==> config.mk <==
export PLATFORM = sky130hd
export DESIGN_NAME = i2c_bit_level_master_flat
export DESIGN_NICKNAME = d
export VERILOG_FILES = /design/src/sv/i2cbm_pkg.sv /design/src/sv/i2cbm_in_if.sv /design/src/sv/i2cbm_out_if.sv /design/src/sv/i2c_bit_level_master.sv /design/src/flat_wrapper.sv
export SDC_FILE = /design/constraint.sdc
export NUM_CORES = 1
export LEC_CHECK = 0
export BUFFER_PORTS_ARGS = -buffer_cell sky130_fd_sc_hd__buf_2
export CAP_MARGIN = 30
export CORE_UTILIZATION = 45
export CTS_CLUSTER_SIZE = 28
export DETAILED_ROUTE_END_ITERATION = 16
export GPL_TIMING_DRIVEN = 0
export MAX_ROUTING_LAYER = met4
export PLACE_DENSITY = 0.71
export RECOVER_POWER = 50
export SLEW_MARGIN = 0
export SYNTH_ARGS = -nofsm -noshare
export SYNTH_HDL_FRONTEND = slang
export SYNTH_SLANG_ARGS = --single-unit
==> constraint.sdc <==
create_clock -name clk -period 3.25 [get_ports clk]
set_input_delay 0.1625 -clock clk [delete_from_list [all_inputs] [get_ports clk]]
set_output_delay 0.1625 -clock clk [all_outputs]
set_load 0.02 [all_outputs]
==> src/sv/i2cbm_pkg.sv <==
`default_nettype none

package i2cbm_pkg;

    localparam int HALF_W = 16;
    localparam int TMO_W  = 8;
    localparam int CFG_W  = HALF_W;

    localparam logic [HALF_W-1:0] HALF_RESET = 16'd6;
    localparam logic [TMO_W-1:0]  TMO_RESET  = 8'd250;

    // configuration register indexes
    localparam logic CFG_HALF_PERIOD = 1'b0;
    localparam logic CFG_ACK_TIMEOUT = 1'b1;

    // command codes
    localparam logic [2:0] OP_NONE  = 3'd0;
    localparam logic [2:0] OP_START = 3'd1;
    localparam logic [2:0] OP_STOP  = 3'd2;
    localparam logic [2:0] OP_WRITE = 3'd3;
    localparam logic [2:0] OP_READ  = 3'd4;
    localparam logic [2:0] OP_WACK  = 3'd5;

    typedef struct packed {
        logic [2:0] op;
        logic [7:0] tx_byte;
        logic       ack_after_read;
        logic       sda_in;
    } in_item_t;

    typedef struct packed {
        logic       scl_level;
        logic       sda_level;
        logic       sda_drive;
        logic       busy_res;
        logic       done_res;
        logic [7:0] rx_byte;
        logic       ack_failed;
    } out_item_t;

endpackage

`default_nettype wire

==> src/sv/i2cbm_in_if.sv <==
`default_nettype none

interface i2cbm_in_if
    import i2cbm_pkg::*;
();
    logic     valid;
    logic     ready;
    in_item_t data;

    modport source (output valid, output data, input ready);
    modport sink   (input valid, input data, output ready);
endinterface

`default_nettype wire

==> src/sv/i2cbm_out_if.sv <==
`default_nettype none

interface i2cbm_out_if
    import i2cbm_pkg::*;
();
    logic      valid;
    logic      ready;
    out_item_t data;

    modport source (output valid, output data, input ready);
    modport sink   (input valid, input data, output ready);
endinterface

`default_nettype wire

==> src/sv/i2c_bit_level_master.sv <==
// An accepted tick's result is registered in the output register as it is taken.
// Throughput: one tick per cycle; a tick is taken whenever the output register
// is empty or is being read in the same cycle.
// Reset (rst_n low, asynchronous): sequencer idle, SCL high, SDA released,
// received byte and failure flag cleared, half period 6, ACK timeout 250.
`default_nettype none

module i2c_bit_level_master
    import i2cbm_pkg::*;
(
    input  wire logic              clk,
    input  wire logic              rst_n,
    i2cbm_in_if.sink               in_ch,
    i2cbm_out_if.source            out_ch,
    input  wire logic              cfg_we,
    input  wire logic              cfg_index,
    input  wire logic [CFG_W-1:0]  cfg_data
);

    localparam logic [3:0] PH_IDLE = 4'd0;
    localparam logic [3:0] PH_ST_A = 4'd1;
    localparam logic [3:0] PH_ST_B = 4'd2;
    localparam logic [3:0] PH_SP_A = 4'd3;
    localparam logic [3:0] PH_SP_B = 4'd4;
    localparam logic [3:0] PH_WD   = 4'd5;
    localparam logic [3:0] PH_WH   = 4'd6;
    localparam logic [3:0] PH_WL   = 4'd7;
    localparam logic [3:0] PH_RL   = 4'd8;
    localparam logic [3:0] PH_RH   = 4'd9;
    localparam logic [3:0] PH_AL   = 4'd10;
    localparam logic [3:0] PH_AH   = 4'd11;
    localparam logic [3:0] PH_KA   = 4'd12;
    localparam logic [3:0] PH_KH   = 4'd13;
    localparam logic [3:0] PH_KP   = 4'd14;

    logic [HALF_W-1:0] half_reg;
    logic [TMO_W-1:0]  tmo_reg;

    logic [3:0]        phase_reg, phase_next;
    logic [3:0]        bit_reg, bit_next;
    logic [7:0]        shift_reg, shift_next;
    logic [HALF_W-1:0] delay_reg, delay_next;
    logic [TMO_W-1:0]  tcount_reg, tcount_next;
    logic              fail_reg, fail_next;
    logic              scl_reg, scl_next;
    logic              sda_reg, sda_next;
    logic              drv_reg, drv_next;
    logic [7:0]        rx_reg, rx_next;
    logic              ackc_reg, ackc_next;
    logic              done;

    logic              out_valid_reg;
    out_item_t         out_data_reg;

    logic              accept;
    logic [HALF_W-1:0] half_eff;
    in_item_t          item;

    assign item     = in_ch.data;
    assign in_ch.ready = !out_valid_reg || out_ch.ready;
    assign accept   = in_ch.valid && in_ch.ready;
    assign half_eff = (half_reg == '0) ? HALF_W'(1) : half_reg;

    assign out_ch.valid = out_valid_reg;
    assign out_ch.data  = out_data_reg;

    always_ff @(posedge clk or negedge rst_n)
    begin
        if (!rst_n)
        begin
            half_reg <= HALF_RESET;
            tmo_reg  <= TMO_RESET;
        end
        else if (cfg_we)
        begin
            if (cfg_index == CFG_HALF_PERIOD)
                half_reg <= cfg_data;
            else
                tmo_reg <= cfg_data[TMO_W-1:0];
        end
    end

    always_comb
    begin
        phase_next  = phase_reg;
        bit_next    = bit_reg;
        shift_next  = shift_reg;
        delay_next  = delay_reg;
        tcount_next = tcount_reg;
        fail_next   = fail_reg;
        scl_next    = scl_reg;
        sda_next    = sda_reg;
        drv_next    = drv_reg;
        rx_next     = rx_reg;
        ackc_next   = ackc_reg;
        done        = 1'b0;

        if (phase_reg == PH_IDLE)
        begin
            bit_next = '0;
            unique case (item.op)
                OP_START:
                begin
                    scl_next = 1'b1; sda_next = 1'b1; drv_next = 1'b1;
                    phase_next = PH_ST_A; delay_next = half_eff;
                end
                OP_STOP:
                begin
                    scl_next = 1'b0; sda_next = 1'b0; drv_next = 1'b1;
                    phase_next = PH_SP_A; delay_next = half_eff;
                end
                OP_WRITE:
                begin
                    shift_next = item.tx_byte;
                    scl_next = 1'b0; sda_next = item.tx_byte[7]; drv_next = 1'b1;
                    phase_next = PH_WD; delay_next = half_eff;
                end
                OP_READ:
                begin
                    shift_next = '0;
                    ackc_next  = item.ack_after_read;
                    scl_next = 1'b0; sda_next = 1'b1; drv_next = 1'b0;
                    phase_next = PH_RL; delay_next = half_eff;
                end
                OP_WACK:
                begin
                    tcount_next = '0;
                    sda_next = 1'b1; drv_next = 1'b0;
                    phase_next = PH_KA; delay_next = half_eff;
                end
                default:
                begin
                    phase_next = PH_IDLE;
                end
            endcase
        end
        else if (phase_reg == PH_KP)
        begin
            if (!item.sda_in)
            begin
                scl_next = 1'b0; sda_next = 1'b1; drv_next = 1'b0;
                fail_next  = 1'b0;
                phase_next = PH_IDLE;
                done       = 1'b1;
            end
            else if (tcount_reg >= tmo_reg)
            begin
                // timed out: flag it and run a full stop
                fail_next = 1'b1;
                scl_next = 1'b0; sda_next = 1'b0; drv_next = 1'b1;
                phase_next = PH_SP_A; delay_next = half_eff;
            end
            else
            begin
                tcount_next = tcount_reg + TMO_W'(1);
            end
        end
        else if (delay_reg > HALF_W'(1))
        begin
            delay_next = delay_reg - HALF_W'(1);
        end
        else
        begin
            unique case (phase_reg)
                PH_ST_A:
                begin
                    scl_next = 1'b1; sda_next = 1'b0; drv_next = 1'b1;
                    phase_next = PH_ST_B; delay_next = half_eff;
                end
                PH_ST_B:
                begin
                    scl_next = 1'b0; sda_next = 1'b0; drv_next = 1'b1;
                    phase_next = PH_IDLE; done = 1'b1;
                end
                PH_SP_A:
                begin
                    scl_next = 1'b1; sda_next = 1'b1; drv_next = 1'b1;
                    phase_next = PH_SP_B; delay_next = half_eff;
                end
                PH_WD:
                begin
                    scl_next = 1'b1; drv_next = 1'b1;
                    phase_next = PH_WH; delay_next = half_eff;
                end
                PH_WH:
                begin
                    scl_next = 1'b0; drv_next = 1'b1;
                    phase_next = PH_WL; delay_next = half_eff;
                end
                PH_WL:
                begin
                    bit_next = bit_reg + 4'd1;
                    if (bit_next[3])
                    begin
                        phase_next = PH_IDLE; done = 1'b1;
                    end
                    else
                    begin
                        shift_next = {shift_reg[6:0], 1'b0};
                        scl_next = 1'b0; sda_next = shift_reg[6]; drv_next = 1'b1;
                        phase_next = PH_WD; delay_next = half_eff;
                    end
                end
                PH_RL:
                begin
                    // sample on the rising SCL tick
                    scl_next = 1'b1; sda_next = 1'b1; drv_next = 1'b0;
                    shift_next = {shift_reg[6:0], item.sda_in};
                    phase_next = PH_RH; delay_next = half_eff;
                end
                PH_RH:
                begin
                    bit_next = bit_reg + 4'd1;
                    if (bit_next[3])
                    begin
                        rx_next  = shift_reg;
                        scl_next = 1'b0; sda_next = !ackc_reg; drv_next = 1'b1;
                        phase_next = PH_AL; delay_next = half_eff;
                    end
                    else
                    begin
                        scl_next = 1'b0; sda_next = 1'b1; drv_next = 1'b0;
                        phase_next = PH_RL; delay_next = half_eff;
                    end
                end
                PH_AL:
                begin
                    scl_next = 1'b1; drv_next = 1'b1;
                    phase_next = PH_AH; delay_next = half_eff;
                end
                PH_AH:
                begin
                    scl_next = 1'b0; drv_next = 1'b1;
                    phase_next = PH_IDLE; done = 1'b1;
                end
                PH_KA:
                begin
                    scl_next = 1'b1; sda_next = 1'b1; drv_next = 1'b0;
                    phase_next = PH_KH; delay_next = half_eff;
                end
                PH_KH:
                begin
                    phase_next = PH_KP; delay_next = '0;
                end
                default:
                begin
                    phase_next = PH_IDLE; done = 1'b1;
                end
            endcase
        end
    end

    always_ff @(posedge clk or negedge rst_n)
    begin
        if (!rst_n)
        begin
            phase_reg  <= PH_IDLE;
            bit_reg    <= '0;
            shift_reg  <= '0;
            delay_reg  <= '0;
            tcount_reg <= '0;
            fail_reg   <= 1'b0;
            scl_reg    <= 1'b1;
            sda_reg    <= 1'b1;
            drv_reg    <= 1'b0;
            rx_reg     <= '0;
            ackc_reg   <= 1'b0;
        end
        else if (accept)
        begin
            phase_reg  <= phase_next;
            bit_reg    <= bit_next;
            shift_reg  <= shift_next;
            delay_reg  <= delay_next;
            tcount_reg <= tcount_next;
            fail_reg   <= fail_next;
            scl_reg    <= scl_next;
            sda_reg    <= sda_next;
            drv_reg    <= drv_next;
            rx_reg     <= rx_next;
            ackc_reg   <= ackc_next;
        end
    end

    always_ff @(posedge clk or negedge rst_n)
    begin
        if (!rst_n)
            out_valid_reg <= 1'b0;
        else if (accept)
            out_valid_reg <= 1'b1;
        else if (out_ch.ready)
            out_valid_reg <= 1'b0;
    end

    always_ff @(posedge clk)
    begin
        if (accept)
        begin
            out_data_reg.scl_level  <= scl_next;
            out_data_reg.sda_level  <= sda_next;
            out_data_reg.sda_drive  <= drv_next;
            out_data_reg.busy_res   <= (phase_next != PH_IDLE);
            out_data_reg.done_res   <= done;
            out_data_reg.rx_byte    <= rx_next;
            out_data_reg.ack_failed <= fail_next;
        end
    end

endmodule

`default_nettype wire
==> src/flat_wrapper.sv <==
// flat-port wrapper written by rule: the top's interface ports become plain ports
module i2c_bit_level_master_flat import i2cbm_pkg::*;
  (clk, rst_n, cfg_we, cfg_index, cfg_data, in_ch_valid, in_ch_data, in_ch_ready, out_ch_valid, out_ch_data, out_ch_ready);
  i2cbm_in_if in_ch_i ();
  i2cbm_out_if out_ch_i ();
  input  wire logic clk;
  input  wire logic rst_n;
  input  wire logic cfg_we;
  input  wire logic cfg_index;
  input  wire logic [CFG_W-1:0] cfg_data;
  input wire logic [$bits(in_ch_i.valid)-1:0] in_ch_valid;
  input wire logic [$bits(in_ch_i.data)-1:0] in_ch_data;
  output wire logic [$bits(in_ch_i.ready)-1:0] in_ch_ready;
  output wire logic [$bits(out_ch_i.valid)-1:0] out_ch_valid;
  output wire logic [$bits(out_ch_i.data)-1:0] out_ch_data;
  input wire logic [$bits(out_ch_i.ready)-1:0] out_ch_ready;
  assign in_ch_i.valid = in_ch_valid;
  assign in_ch_i.data = in_ch_data;
  assign in_ch_ready = in_ch_i.ready;
  assign out_ch_valid = out_ch_i.valid;
  assign out_ch_data = out_ch_i.data;
  assign out_ch_i.ready = out_ch_ready;
  i2c_bit_level_master u_core (.clk(clk), .rst_n(rst_n), .in_ch(in_ch_i), .out_ch(out_ch_i), .cfg_we(cfg_we), .cfg_index(cfg_index), .cfg_data(cfg_data));
endmodule
# Word level (Yosys, flattened, before mapping)
# Cells that the tools add are included.
[totals]
output_inout_bits = 16
input_bits = 35
register_bits = 92
[classes]
bitwise = 1
n_reduce_logical = 34
add_sub_neg = 3
n_eq_ne = 28
n_lt_le_gt_ge = 2
n_mux = 74
[op_table]
columns = ["cell", "n"]
rows = [
  ["two-way mux 16 bit", 8],
  ["two-way mux 8 bit", 14],
  ["one-hot mux 16 bit (3 select lines)", 1],
  ["one-hot mux 4 bit (10 select lines)", 1],
  ["two-way mux 4 bit", 9],
  ["one-hot mux 8 bit (2 select lines)", 2],
  ["two-way mux 1 bit", 29],
  ["== test 4 bit, second input constant", 7],
  ["one-hot mux 4 bit (5 select lines)", 1],
  ["> comparator 16 x 1 -> 1 bit, second input constant", 1],
  ["zero test 16 bit", 1],
  ["subtractor 16 x 1 -> 16 bit, second input constant", 1],
  ["== test 4 x 3 -> 1 bit, second input constant", 3],
  ["AND reduction 6 bit", 2],
  ["OR reduction 3 bit", 4],
  ["!= test 3 x 2 -> 1 bit, second input constant", 3],
  ["OR reduction 9 bit", 1],
  ["adder 8 x 1 -> 8 bit, second input constant", 1],
  ["== test 4 x 2 -> 1 bit, second input constant", 2],
  [">= comparator 8 bit", 1],
  ["one-hot mux 1 bit (4 select lines)", 2],
  ["nonzero test 2 bit", 4],
  ["OR reduction 2 bit", 4],
  ["OR reduction 8 bit", 1],
  ["other kinds (29)", 39],
]

# Longest topological paths before layout
[depth]
depth_word = 7
ltp_mapped = 9
mapped_depth_nobuf = 8

# Worst setup path after synthesis
# OpenSTA, ideal clock, no wires.
[synth_path]
path_kind = "register -> register"
start = "register u_core.delay_reg[10]"
end = "register u_core.out_data_reg (netlist bit u_core.out_ch.data[13]) (data pin)"
arrival_time_ns = 2.259
t_required_ns = 2.989
stages_incl_launch_ff = 8
path_slack_ns = 0.730
n_path_buf = 1
path_cell_list = "dfrtp_1 -> or4_1 -> buf_2 -> or4_4 -> nor2_1 -> o211ai_1 -> o21ai_0 -> nand2_1"
[synth_between]
elab_chain_cells = 4
[synth_lines]
columns = ["element", "line_no", "rtl"]
rows = [
  ["from (decl)", "i2c_bit_level_master.sv:42", "logic [HALF_W-1:0] delay_reg, delay_next;"],
  ["from (signal assigned)", "i2c_bit_level_master.sv:274", "delay_reg <= delay_next;"],
  ["> comparator 16 x 1 -> 1 bit", "i2c_bit_level_master.sv:158", "else if (delay_reg > HALF_W'(1))"],
  ["two-way mux 1 bit", "i2c_bit_level_master.sv:158", ""],
  ["two-way mux 1 bit", "i2c_bit_level_master.sv:137", "else if (phase_reg == PH_KP)"],
  ["two-way mux 1 bit", "i2c_bit_level_master.sv:98", "if (phase_reg == PH_IDLE)"],
  ["net u_core.scl_next", "i2c_bit_level_master.sv:45", "logic scl_reg, scl_next;"],
  ["to (decl)", "i2c_bit_level_master.sv:53", "out_item_t out_data_reg;"],
]
# The timed path passes the listed nets, and every way through them passes these cells.
# A chain may end at the register's enable or synchronous reset.

# Worst setup path after layout
[layout_path]
start = "register u_core.delay_reg[4]"
end = "register u_core.out_data_reg (netlist bit u_core.out_ch.data[12]) (data pin)"
[layout_between]
elab_chain_cells = 4
[layout_lines]
columns = ["element", "line_no", "rtl"]
rows = [
  ["> comparator 16 x 1 -> 1 bit", "i2c_bit_level_master.sv:158", ""],
  ["two-way mux 1 bit", "i2c_bit_level_master.sv:158", ""],
  ["two-way mux 1 bit", "i2c_bit_level_master.sv:137", ""],
  ["two-way mux 1 bit", "i2c_bit_level_master.sv:98", ""],
  ["net u_core.sda_next", "i2c_bit_level_master.sv:46", "logic sda_reg, sda_next;"],
]
# The timed path passes the listed nets, and every way through them passes these cells.

==> results.json <==
{
  "min_path_cells": 2,
  "synth-compound-area-share_pct": 17.4,
  "outcome": "finished with violations",
  "synth-main-ff-cell": "dfrtp_1",
  "synthMuxAreaShare_pct": 11.3,
  "syn_nets": 576,
  "cp-start-kind": "register",
  "r2r_cells": 6,
  "die_x_um": 110,
  "final_nets": 642,
  "cp_max_fo": 8,
  "holdPathEnd": "u_core.out_ch.valid",
  "gp_congestion": 0.907,
  "worstSetupPathType": "register to register",
  "timing.rr.start": "u_core.delay_reg[4]",
  "synth-seq-cells": 92,
  "dp.cells": 724,
  "synth_top_family_by_area": "simple AND/OR/NAND/NOR gates",
  "cts_tree": "yes",
  "setup_viol": 0,
  "r2r_slack_ns": 0.20,
  "drv_slew": 27,
  "max_freq_ghz": 0.328,
  "clock_path_buffers": 2,
  "io_buffers": 48,
  "synth_xor_area_share_pct": 1.34,
  "setup_slack_ns": 0.197,
  "ys_warn_count": 0,
  "synthSimpleGateAreaFrac_pct": 18.1,
  "hold_start": "in_ch_valid",
  "die-area_sq_um": 12100,
  "power_density_nw_per_um2": 748,
  "die_h_um": 110,
  "drc": 0,
  "hpwl_um": 9770,
  "grt_pass1_wl_um": 21800,
  "syn_area_sq_um": 5240,
  "layout_commonest_cell": "dfrtp_1",
  "rows": 39,
  "synthCells": 529,
  "final_cell_mix": "dfrtp_1, nand2_1, mux2_2",
  "power.total_mw": 4.48,
  "cts_buffers": 9,
  "cts_root_buf": "clkbuf_16",
  "initial_core_util_pct": 46.1,
  "clock-sinks": 92,
  "ctsHtreeMaxLevel": 3,
  "vias": 4484,
  "grt_usage_pct": 24.9,
  "irDropWorstVdd_mv": 0.466,
  "synth_area_per_cell_sq_um": 9.91,
  "reg2reg_to": "u_core.out_ch.data[12]",
  "wl_per_cell_um": 18.0,
  "crit_path_end_kind": "register",
  "insertion_delay_ns": 0.36,
  "worstPathArrival_ns": 3.15,
  "violations": "max-capacitance violations, max-slew violations",
  "hold_path_class": "primary input to register",
  "grt_setup_unrepaired": "no",
  "syn_to_final_growth_pct": 14.3,
  "vias_per_cell": 6.03,
  "grt.overflow.total": 0,
  "async_flop_share_pct": 84.8,
  "final_util_pct": 52.7,
  "setup_tns_ns": 0,
  "boundaryPins": 51,
  "synthDistinctLibCells": 61,
  "grt_pass1_vias": 4301,
  "period_share_pct": 93.9,
  "drive_above_1_share_pct": 22.5,
  "slew_headroom_pct": -8.31,
  "routed_wl_um": 13400,
  "skew_ns": 0.00658,
  "worst_pin_slew_ns": 1.62,
  "synth_fa_ha_area_share_pct": 2.86,
  "hold_violations": 0,
  "drtIter0Drc": 252,
  "path_clk_slew_ns": 0.06,
  "place_ws_ns": -0.000536,
  "seq_area_frac_synth_pct": 45.5,
  "coreArea_sq_um": 11400,
  "power.leakage_nw": 2.56,
  "antenna_found_initial": 0,
  "fin_cells": 743,
  "critPathRequiredTime_ns": 3.34,
  "drv_cap": 1,
  "diodes": 0,
  "synth_edf_count": 14,
  "period_minus_slack_ns": 3.05,
  "antenna_left": 0,
  "firstDrtPassIters": 5,
  "grt_max_degree": 53
}
how the worst max path moves through the flow:
stage / from / end / slack [ns] / cells after the start
finish: u_core.delay_reg[4] / u_core.out_ch.data[12] / 0.20 / 6
global route: u_core.delay_reg[4] / u_core.out_ch.data[12] / 0.05 / 6
CTS: u_core.phase_reg[0] / u_core.tcount_reg[7] / 0.14 / 9
floorplan: u_core.delay_reg[10] / u_core.out_ch.data[13] / 0.73 / 7
detailed placement: u_core.phase_reg[0] / u_core.tcount_reg[7] / -0.0005 / 9
global placement: u_core.phase_reg[0] / u_core.tcount_reg[7] / -0.06 / 8
report_power, final:
| part | internal, mW | total, mW | switching, mW |
|---|---|---|---|
| logic | 0.673 | 1.77 | 1.10 |
| registers | 1.47 | 1.73 | 0.263 |
| clock network | 0.514 | 0.976 | 0.462 |
layer usage:
layer | vias up | share of wire, % | global-route usage, %
met2 | 141 | 47 | 39.3
li1 | 2112 | - | -
met3 | 31 | 5.7 | 5.16
met1 | 2200 | 44 | 30.8
met4 | 0 | 2.9 | 10.8
met5 | - | 0 | -
what timing repair did:
action                                  in CTS  in global routing
gates resized for setup                      1                  0
setup buffers                                0                  2
endpoints found under the hold margin       25                  0
hold buffers                                 1                  0
endpoints found under the setup margin       2                  3
kinds of logic after synthesis:
group                    count (synthesis)
buffers and inverters                   45
multiplexers                            53
adder cells (fa/ha/maj)                 12
AND/OR/NAND/NOR                        185
XOR/XNOR                                 8
flip-flops                              92
AO/OA/AOI/OAI                          134
layout make-up:
type | count | area [sq um]
Inverter | 20 | 75.1
Multi-Input combinational cell | 392 | 2680
Clock buffer | 9 | 225
Sequential cell | 92 | 2380
Buffer | 25 | 105
Timing Repair Buffer | 55 | 300
Fill cell | 1055 | 5380
Tap cell | 143 | 179
Clock inverter | 7 | 42.5
through the flow:
stage | instance area (sq um) | hold WS (ns)
CTS | 5990 | 0.0180
global route | 5990 | 0.0313
finish | 5990 | 0.0215
global placement | 5660 | 0.375
detailed placement | 5710 | 0.122
floorplan | 5240 | -0.133
cells in the mapped netlist, drive strengths merged, types with 10 or more instances:
library cell | count | area, sq um
nor3 | 12 | 60.1
dfrtp | 68 | 1700
nand2 | 51 | 191
nand2b | 11 | 68.8
ha | 12 | 150
a31oi | 22 | 138
inv | 20 | 75.1
edfxtp | 14 | 420
a22o | 10 | 87.6
a21oi | 24 | 124
nand3 | 19 | 100
nor4 | 12 | 90.1
nor2 | 40 | 160
mux2 | 51 | 574
clkbuf | 18 | 67.6
dfstp | 10 | 263
o21ai | 27 | 135
critical path: stages (launching register included):
cell and delay, ns:
dfrtp_1 0.45, or4_1 0.59, or4_4 0.59, nor2_1 0.47
o21ai_0 0.29, a31oi_1 0.27, o21ai_0 0.12
No activity file was read; power rests on OpenSTA's default activity.
